**src/rgbhsv_pkg.sv**
```systemverilog
// ----------------------------------------------------------------------------
// rgbhsv_pkg
// Shared widths, constants and types of the RGB to HSV pixel unit.
// ----------------------------------------------------------------------------
package rgbhsv_pkg;

   // Channel and result widths
   localparam int CH_W  = 8;
   localparam int OUT_W = 15;

   // Stream widths, padded to whole bytes
   localparam int REQ_DATA_W = 24;
   localparam int RSP_DATA_W = 48;

   // Full scale (100 * 256) and twice it, the latter used by the round-to-nearest forms
   localparam int HSV_FULL  = 25600;
   localparam int HSV_FULL2 = 2 * HSV_FULL;

   // Divider operand widths
   localparam int SAT_NUM_W = 24;  // 51200*delta + max < 2^24
   localparam int SAT_DEN_W = 9;   // 2*max
   localparam int HUE_NUM_W = 27;  // 51200*num + 6*delta < 2^27
   localparam int HUE_DEN_W = 12;  // 12*delta
   localparam int QUO_W     = 15;  // every quotient stays below 2^15

   // One divider stage per quotient bit
   localparam int DIV_STAGES = QUO_W;

   // Channel that holds the maximum; red wins ties over green, green over blue
   typedef enum logic [1:0] {
      SEL_RED   = 2'd0,
      SEL_GREEN = 2'd1,
      SEL_BLUE  = 2'd2
   } max_sel_type;

   // Operands handed from the front end to the divider
   typedef struct packed {
      logic [SAT_NUM_W-1:0] sat_num;
      logic [SAT_DEN_W-1:0] sat_den;
      logic [HUE_NUM_W-1:0] hue_num;
      logic [HUE_DEN_W-1:0] hue_den;
      logic [OUT_W-1:0]     val;
   } div_op_type;

endpackage

```
**src/rgbhsv_front.sv**
```systemverilog
// ----------------------------------------------------------------------------
// rgbhsv_front
// Two pipeline stages: find max, min and delta, then build the rounded
// division operands for saturation and hue and compute value directly.
// ----------------------------------------------------------------------------
module rgbhsv_front (
   input  logic                    clock,
   input  logic                    reset,
   input  logic                    adv,
   input  logic                    in_vld,
   input  logic [rgbhsv_pkg::CH_W-1:0] in_red,
   input  logic [rgbhsv_pkg::CH_W-1:0] in_green,
   input  logic [rgbhsv_pkg::CH_W-1:0] in_blue,
   output logic                    out_vld,
   output rgbhsv_pkg::div_op_type  out_op
);
   import rgbhsv_pkg::*;

   // Stage 1 registers
   logic              vld1_ff;
   logic [CH_W-1:0]   red_ff, green_ff, blue_ff;
   logic [CH_W-1:0]   max_ff, max_in;
   logic [CH_W-1:0]   delta_ff, delta_in;
   max_sel_type       sel_ff, sel_in;
   logic [CH_W-1:0]   min_c;

   // Stage 2 registers
   logic              vld2_ff;
   div_op_type        op_ff, op_in;

   // Stage 2 working signals
   logic signed [11:0] d12;
   logic signed [11:0] num_raw;
   logic signed [11:0] num_adj;
   logic [11:0]        d6;
   logic [14:0]        val_base;
   logic [14:0]        val_y;
   logic [14:0]        val_q;

   // Find max, min and the winning channel
   always_comb begin
      max_in = in_red;
      min_c  = in_red;
      if (in_green > max_in) max_in = in_green;
      if (in_blue > max_in)  max_in = in_blue;
      if (in_green < min_c)  min_c = in_green;
      if (in_blue < min_c)   min_c = in_blue;
      delta_in = max_in - min_c;
      priority if (in_red == max_in) begin
         sel_in = SEL_RED;
      end else if (in_green == max_in) begin
         sel_in = SEL_GREEN;
      end else begin
         sel_in = SEL_BLUE;
      end
   end

   // Advance stage 1
   always_ff @(posedge clock) begin
      if (reset) begin
         vld1_ff <= 1'b0;
      end else if (adv) begin
         vld1_ff <= in_vld;
      end
   end

   always_ff @(posedge clock) begin
      if (adv) begin
         red_ff   <= in_red;
         green_ff <= in_green;
         blue_ff  <= in_blue;
         max_ff   <= max_in;
         delta_ff <= delta_in;
         sel_ff   <= sel_in;
      end
   end

   // Sector numerator, wrapped into [0, 6*delta)
   always_comb begin
      d12 = $signed({4'b0, delta_ff});
      d6  = 12'({4'b0, delta_ff} << 2) + 12'({4'b0, delta_ff} << 1);
      unique case (sel_ff)
         SEL_RED: begin
            num_raw = $signed({4'b0, green_ff}) - $signed({4'b0, blue_ff});
         end
         SEL_GREEN: begin
            num_raw = (d12 <<< 1) + $signed({4'b0, blue_ff}) - $signed({4'b0, red_ff});
         end
         SEL_BLUE: begin
            num_raw = (d12 <<< 2) + $signed({4'b0, red_ff}) - $signed({4'b0, green_ff});
         end
         default: begin
            num_raw = '0;
         end
      endcase
      if (num_raw < 0) begin
         num_adj = num_raw + $signed(d6);
      end else begin
         num_adj = num_raw;
      end
   end

   // Build divider operands; a zero divisor is replaced by one with a zero numerator
   always_comb begin
      op_in.sat_num = SAT_NUM_W'(delta_ff) * SAT_NUM_W'(HSV_FULL2) + SAT_NUM_W'(max_ff);
      if (max_ff == '0) begin
         op_in.sat_den = SAT_DEN_W'(1);
      end else begin
         op_in.sat_den = {max_ff, 1'b0};
      end
      if (delta_ff == '0) begin
         op_in.hue_num = '0;
         op_in.hue_den = HUE_DEN_W'(1);
      end else begin
         op_in.hue_num = HUE_NUM_W'(num_adj[10:0]) * HUE_NUM_W'(HSV_FULL2)
                         + HUE_NUM_W'(d6);
         op_in.hue_den = HUE_DEN_W'(d6 << 1);
      end
      // value = 100*max + round(100*max/255); divide by 255 with the add-and-shift form
      val_base  = 15'({7'b0, max_ff} * 15'd100);
      val_y     = val_base + 15'd127;
      val_q     = 15'((val_y + 15'd1 + (val_y >> 8)) >> 8);
      op_in.val = val_base + val_q;
   end

   // Advance stage 2
   always_ff @(posedge clock) begin
      if (reset) begin
         vld2_ff <= 1'b0;
      end else if (adv) begin
         vld2_ff <= vld1_ff;
      end
   end

   always_ff @(posedge clock) begin
      if (adv) begin
         op_ff <= op_in;
      end
   end

   assign out_vld = vld2_ff;
   assign out_op  = op_ff;

endmodule

```
**src/rgbhsv_divider.sv**
```systemverilog
// ----------------------------------------------------------------------------
// rgbhsv_divider
// Pipelined restoring divider with two lanes (saturation and hue), one
// quotient bit per stage, most significant bit first. Value rides along.
// ----------------------------------------------------------------------------
module rgbhsv_divider (
   input  logic                        clock,
   input  logic                        reset,
   input  logic                        adv,
   input  logic                        in_vld,
   input  rgbhsv_pkg::div_op_type      in_op,
   output logic                        out_vld,
   output logic [rgbhsv_pkg::OUT_W-1:0] out_hue,
   output logic [rgbhsv_pkg::OUT_W-1:0] out_sat,
   output logic [rgbhsv_pkg::OUT_W-1:0] out_val
);
   import rgbhsv_pkg::*;

   // Per-stage registers
   logic                 vld_ff     [DIV_STAGES];
   logic [SAT_NUM_W-1:0] sat_rem_ff [DIV_STAGES];
   logic [SAT_DEN_W-1:0] sat_den_ff [DIV_STAGES];
   logic [QUO_W-1:0]     sat_q_ff   [DIV_STAGES];
   logic [HUE_NUM_W-1:0] hue_rem_ff [DIV_STAGES];
   logic [HUE_DEN_W-1:0] hue_den_ff [DIV_STAGES];
   logic [QUO_W-1:0]     hue_q_ff   [DIV_STAGES];
   logic [OUT_W-1:0]     val_ff     [DIV_STAGES];

   for (genvar s = 0; s < DIV_STAGES; s++) begin : g_stage
      localparam int BIT = QUO_W - 1 - s;

      logic                 vld_p;
      logic [SAT_NUM_W-1:0] sat_rem_p, sat_trial, sat_rem_in;
      logic [SAT_DEN_W-1:0] sat_den_p;
      logic [QUO_W-1:0]     sat_q_p, sat_q_in;
      logic [HUE_NUM_W-1:0] hue_rem_p, hue_trial, hue_rem_in;
      logic [HUE_DEN_W-1:0] hue_den_p;
      logic [QUO_W-1:0]     hue_q_p, hue_q_in;
      logic [OUT_W-1:0]     val_p;

      // Select the previous stage
      if (s == 0) begin : g_first
         assign vld_p     = in_vld;
         assign sat_rem_p = in_op.sat_num;
         assign sat_den_p = in_op.sat_den;
         assign sat_q_p   = '0;
         assign hue_rem_p = in_op.hue_num;
         assign hue_den_p = in_op.hue_den;
         assign hue_q_p   = '0;
         assign val_p     = in_op.val;
      end else begin : g_next
         assign vld_p     = vld_ff[s-1];
         assign sat_rem_p = sat_rem_ff[s-1];
         assign sat_den_p = sat_den_ff[s-1];
         assign sat_q_p   = sat_q_ff[s-1];
         assign hue_rem_p = hue_rem_ff[s-1];
         assign hue_den_p = hue_den_ff[s-1];
         assign hue_q_p   = hue_q_ff[s-1];
         assign val_p     = val_ff[s-1];
      end

      // Trial subtract of the shifted divisor, one quotient bit per lane
      always_comb begin
         sat_trial  = SAT_NUM_W'(sat_den_p) << BIT;
         sat_rem_in = sat_rem_p;
         sat_q_in   = sat_q_p;
         if (sat_rem_p >= sat_trial) begin
            sat_rem_in    = sat_rem_p - sat_trial;
            sat_q_in[BIT] = 1'b1;
         end
         hue_trial  = HUE_NUM_W'(hue_den_p) << BIT;
         hue_rem_in = hue_rem_p;
         hue_q_in   = hue_q_p;
         if (hue_rem_p >= hue_trial) begin
            hue_rem_in    = hue_rem_p - hue_trial;
            hue_q_in[BIT] = 1'b1;
         end
      end

      // Advance the stage valid
      always_ff @(posedge clock) begin
         if (reset) begin
            vld_ff[s] <= 1'b0;
         end else if (adv) begin
            vld_ff[s] <= vld_p;
         end
      end

      // Advance the stage payload
      always_ff @(posedge clock) begin
         if (adv) begin
            sat_rem_ff[s] <= sat_rem_in;
            sat_den_ff[s] <= sat_den_p;
            sat_q_ff[s]   <= sat_q_in;
            hue_rem_ff[s] <= hue_rem_in;
            hue_den_ff[s] <= hue_den_p;
            hue_q_ff[s]   <= hue_q_in;
            val_ff[s]     <= val_p;
         end
      end
   end

   assign out_vld = vld_ff[DIV_STAGES-1];
   assign out_sat = sat_q_ff[DIV_STAGES-1];
   assign out_hue = hue_q_ff[DIV_STAGES-1];
   assign out_val = val_ff[DIV_STAGES-1];

`ifndef SYNTHESIS
   // A finished division leaves a remainder below its divisor
   a_sat_rem: assert property (@(posedge clock) disable iff (reset)
      vld_ff[DIV_STAGES-1] |->
         sat_rem_ff[DIV_STAGES-1] < SAT_NUM_W'(sat_den_ff[DIV_STAGES-1]))
      else $error("saturation remainder not below divisor");

   a_hue_rem: assert property (@(posedge clock) disable iff (reset)
      vld_ff[DIV_STAGES-1] |->
         hue_rem_ff[DIV_STAGES-1] < HUE_NUM_W'(hue_den_ff[DIV_STAGES-1]))
      else $error("hue remainder not below divisor");
`endif

endmodule

```
**src/rgb_to_hsv_pixel_unit.sv**
```systemverilog
// ----------------------------------------------------------------------------
// rgb_to_hsv_pixel_unit
// Converts one 8-bit RGB pixel per beat to hue, saturation and value in
// percent, unsigned Q7.8 (25600 is 100 percent), rounded to nearest.
// ----------------------------------------------------------------------------
// Usage:
//   req_ channel carries one pixel per beat: red, green, blue bytes.
//   rsp_ channel carries one result per beat: hue, saturation, brightness.
//   Gray pixels give hue 0; black pixels give all three fields 0.
// Pipeline: 17 register stages, two front stages (max/min, operand build)
//   and a 15-stage divider pipeline, one quotient bit per stage.
// Throughput: one pixel per cycle; a new beat is taken every cycle while
//   the result side keeps up.
// Stall: the whole pipeline holds as one when a result waits on the output
//   register with rsp_tready low; req_tready drops at once and nothing is
//   lost or repeated. Bubbles keep their place while the pipe is held.
// Reset: synchronous, active high; clears all stage valid bits and holds
//   req_tready low, so the pipeline is empty and ready as soon as reset falls.
// ----------------------------------------------------------------------------
module rgb_to_hsv_pixel_unit (
   input  logic                                 clock,
   input  logic                                 reset,
   // req_tdata: red [7:0], green [15:8], blue [23:16]
   input  logic                                 req_tvalid,
   output logic                                 req_tready,
   input  logic [rgbhsv_pkg::REQ_DATA_W-1:0]    req_tdata,
   // rsp_tdata: hue [14:0], saturation [29:15], brightness [44:30], zero [47:45]
   output logic                                 rsp_tvalid,
   input  logic                                 rsp_tready,
   output logic [rgbhsv_pkg::RSP_DATA_W-1:0]    rsp_tdata
);
   import rgbhsv_pkg::*;

   logic             adv;
   logic             front_vld;
   div_op_type       front_op;
   logic [OUT_W-1:0] hue, saturation, brightness;

   // Move every stage when the output register is free or being drained
   assign adv        = !rsp_tvalid || rsp_tready;
   assign req_tready = adv && !reset;

   rgbhsv_front u_front (
      .clock    (clock),
      .reset    (reset),
      .adv      (adv),
      .in_vld   (req_tvalid),
      .in_red   (req_tdata[CH_W-1:0]),
      .in_green (req_tdata[2*CH_W-1:CH_W]),
      .in_blue  (req_tdata[3*CH_W-1:2*CH_W]),
      .out_vld  (front_vld),
      .out_op   (front_op)
   );

   // The last divider stage is the output register
   rgbhsv_divider u_divider (
      .clock   (clock),
      .reset   (reset),
      .adv     (adv),
      .in_vld  (front_vld),
      .in_op   (front_op),
      .out_vld (rsp_tvalid),
      .out_hue (hue),
      .out_sat (saturation),
      .out_val (brightness)
   );

   // Pack the result beat
   assign rsp_tdata = {(RSP_DATA_W - 3*OUT_W)'(0), brightness, saturation, hue};

`ifndef SYNTHESIS
   // A result held by the receiver stops the input side in the same cycle
   a_stall_holds_input: assert property (@(posedge clock) disable iff (reset)
      (rsp_tvalid && !rsp_tready) |-> !req_tready)
      else $error("input accepted while result stalled");

   // Results stay in their percent ranges
   a_out_range: assert property (@(posedge clock) disable iff (reset)
      rsp_tvalid |-> (hue < OUT_W'(HSV_FULL)) && (saturation <= OUT_W'(HSV_FULL))
                     && (brightness <= OUT_W'(HSV_FULL)))
      else $error("result out of range");
`endif

endmodule
```
**config.mk**
```make
export PLATFORM = sky130hd
export DESIGN_NAME = rgb_to_hsv_pixel_unit
export DESIGN_NICKNAME = d
export VERILOG_FILES = /design/src/rgbhsv_pkg.sv /design/src/rgbhsv_front.sv /design/src/rgbhsv_divider.sv /design/src/rgb_to_hsv_pixel_unit.sv
export SDC_FILE = /design/constraint.sdc
export NUM_CORES = 2
export LEC_CHECK = 0
export ABC_AREA = 1
export BUFFER_PORTS_ARGS = -buffer_cell sky130_fd_sc_hd__buf_2
export CAP_MARGIN = 20
export CORE_UTILIZATION = 45
export DETAILED_ROUTE_END_ITERATION = 10
export HOLD_SLACK_MARGIN = 0.06
export SYNTH_ARGS = -nofsm -noshare
export SYNTH_HDL_FRONTEND = slang
export SYNTH_SLANG_ARGS = --single-unit
```
**constraint.sdc**
```tcl
create_clock -name clock -period 35 [get_ports clock]
set_input_delay 3.5 -clock clock [delete_from_list [all_inputs] [get_ports clock]]
set_output_delay 3.5 -clock clock [all_outputs]
set_load 0.05 [all_outputs]
```
==> impl_metrics.env <==
export IMPL_outcome="finished, final reports clean"
export IMPL_wire_per_inst_um=15.6
export IMPL_yosys_top_cells_area="edfxtp_1, ha_1, nand2_1"
export IMPL_tns_ns=0
export IMPL_cp_common_cell="buf_4"
export IMPL_endpoint_kind="flop"
export IMPL_final_min_clock_period_ns=8.08
export IMPL_yosysMostFrequentCell="edfxtp_1"
export IMPL_fill_cells=14851
export IMPL_die_area_um2=171000
export IMPL_ys_top_cells_by_count="edfxtp_1, nand2_1, inv_1"
export IMPL_pin_count=78
export IMPL_worst_pin_slew_ns=1.12
export IMPL_grt_pass1_vias=48763
export IMPL_r2r_slack_ns=28.00
export IMPL_root_buffer="clkbuf_16"
export IMPL_fp_dieW_um=414
export IMPL_cp_startpoint="rsp_tready"
export IMPL_rsz0062_at_grt="false"
export IMPL_vias=48402
export IMPL_timing_worst_setup_path_type="in2reg"
export IMPL_numCtsBuffers=163
export IMPL_htreeDepth=4
export IMPL_synth_seq_cells=1476
export IMPL_fmaxAchievable_mhz=124
export IMPL_finalWeightedCongestion=0.898
export IMPL_crit_path_start_kind="input pin"
export IMPL_finalSetupViolations=0
export IMPL_fp_row_count=150
export IMPL_cts_buffer_depth=3
export IMPL_avgViaCountPerCell=5.06
export IMPL_cp_slowest_cell="buf_4"
export IMPL_hold_path_class="reg2reg"
export IMPL_worstPathCellList="buf_2 > nor2_1 > clkinvlp_4 > buf_4 > buf_4 > buf_4 > buf_12 > buf_4"
export IMPL_grtUsageTotal_pct=17.4
export IMPL_diodes=0
export IMPL_r2r_start="u_front.delta_ff[1]"
export IMPL_hpwl_mm=112
export IMPL_die_h_um=414
export IMPL_yosysTopAreaCellShare_pct=58.0
export IMPL_critical_path_max_fanout=190
export IMPL_synth_async_reset_ratio_pct=0
export IMPL_post_cts_resized=0
export IMPL_reg2regPathDepth=29
export IMPL_post_cts_buffers=0
export IMPL_synth_area_um2=76300
export IMPL_synth_top_cell_by_area="edfxtp_1"
export IMPL_antenna_found_initial=0
export IMPL_drc_errors=0
export IMPL_required_ns=35.39
export IMPL_finalNetCount=7788
export IMPL_cts_tree="done"
export IMPL_clk_latency_ns=0.83
export IMPL_yosys_warnings=0
export IMPL_synth_ff_type="edfxtp_1"
export IMPL_port_buffers=74
export IMPL_synth_cell_types=80
export IMPL_whs_path_depth=0
export IMPL_avgSynthCellArea_um2=10.9
export IMPL_cp_endpoint="u_divider.hue_rem_ff[1][71]"
export IMPL_slew_headroom_pct=25.5
export IMPL_area_growth_pct=11.2
export IMPL_cts_hold_buf=0
export IMPL_initial_core_util_pct=45.5
export IMPL_cts_sinks=1476
export IMPL_grt_max_degree=192
export IMPL_wl_mm=149
export IMPL_drv_slew=0
export IMPL_yosysSeqAreaShare_pct=58.1
export IMPL_core_area_um2=168000
export IMPL_ant_nets=0
export IMPL_critPathMaxStageDelay_ns=0.89
export IMPL_cap_violations=0
export IMPL_clock_skew_ns=0.0687
export IMPL_hold_violations=0
export IMPL_cp_arrival_ns=8.47
export IMPL_grt_remaining_overflow=0
export IMPL_synth_enable_flop_cells=1474
export IMPL_dr_first_iter_drc_count=2416
export IMPL_min_period_over_period_pct=23.1
export IMPL_r2r_end="u_front.out_op[50]"
export IMPL_grt_first_pass_wirelength_mm=240
export IMPL_drt_pass1_iter_count=5
export IMPL_clk_pin_slew_worst_paths_ns=0.06
export IMPL_drive_above_1_share_pct=7.52
export IMPL_postSynthCellCount=7020
-- metal layers --
layer / GRT usage, % / routed length [um] / up-vias
li1: - / - / 24692
met1: 19.1 / 60200 / 22622
met4: 6.71 / 5010 / 0
met2: 33.2 / 79200 / 767
met3: 2.89 / 4840 / 321
met5: 0 / 0 / -
-- worst min-delay path by stage --
stage | from | endpoint | slack, ns
finish | u_divider.hue_q_ff[0][101] | u_divider.hue_q_ff[0][116] | 0.39
global route | u_divider.hue_q_ff[1][69] | u_divider.hue_q_ff[1][84] | 0.40
CTS | u_divider.hue_q_ff[0][101] | u_divider.hue_q_ff[0][116] | 0.39
detailed placement | u_divider.hue_q_ff[0][28] | u_divider.hue_q_ff[0][43] | 0.40
global placement | u_divider.val_ff[0][75] | u_divider.val_ff[0][90] | 0.40
floorplan | u_divider.hue_q_ff[0][85] | u_divider.hue_q_ff[0][100] | 0.40
-- registers in the layout, summed over array words and instances (netlist names), 69 cells and up --
name and flops:
u_divider.sat_rem_ff 321, u_divider.sat_den_ff 126, u_divider.hue_q_ff 120, u_divider.sat_q_ff 120, u_divider.hue_rem_ff 364, u_divider.val_ff 225, u_front.out_op 72, u_divider.hue_den_ff 69
-- kinds of logic (layout without fill, tap and decap cells) --
group	count (synthesis)	count (layout)	share of synthesized area [%]
XOR/XNOR	441	441	5.16
AO/OA/AOI/OAI	1095	1095	8.23
flip-flops	1476	1476	58.1
AND/OR/NAND/NOR	2375	2375	13.6
adder cells (fa/ha/maj)	546	546	9.35
other	1	3	0.00492
buffers and inverters	1084	1415	5.60
multiplexers	2	2	0.0295
-- cell usage in the layout, fill, tap and decap left out, drive strengths merged, types with 55 or more instances in the layout --
cell    netlist  layout
edfxtp     1474    1474
nand2      1179    1179
inv        1016    1023
nor2        603     603
ha          506     506
o21ai       453     453
a21oi       435     435
xor2        263     263
nand3       228     228
clkbuf       12     189
xnor2       178     178
nand4       108     108
nor3        108     108
buf          54      93
clkinv        2      76
nor4         63      63
or2          55      55
-- layout make-up --
| class | count | area [um2] | area share, % |
|---|---|---|---|
| repair buffers | 93 | 573 | 0.675 |
| multi-input cells | 4462 | 27700 | 32.7 |
| well taps | 2204 | 2760 | 3.25 |
| clock buffers | 189 | 4180 | 4.92 |
| clock inverters | 115 | 1480 | 1.74 |
| inverters | 1018 | 3830 | 4.51 |
| flip-flops and latches | 1476 | 44300 | 52.2 |
-- critical path, delay by kind of cell --
family / cells / cell delay, ns
buffers and inverters: 7 / 4.58
AND/OR/NAND/NOR: 1 / 0.06
-- per-stage QoR --
step	instance area, um2	setup slack (ns)	util [%]	cells	hold WS, ns
6_report	84800	26.92	50.6	9557	0.389
5_1_grt	84800	26.43	50.6	9557	0.400
4_1_cts	84800	26.82	50.5	9554	0.386
3_5_place_dp	79100	25.96	47.2	9250	0.405
3_3_place_gp	79100	26.04	47.2	9250	0.400
2_1_floorplan	76300	7.71	-	7022	0.400
Power is left out: the tool's default activity adds up to more than one toggle a clock period on the data nets, which glitch-free logic cannot reach.
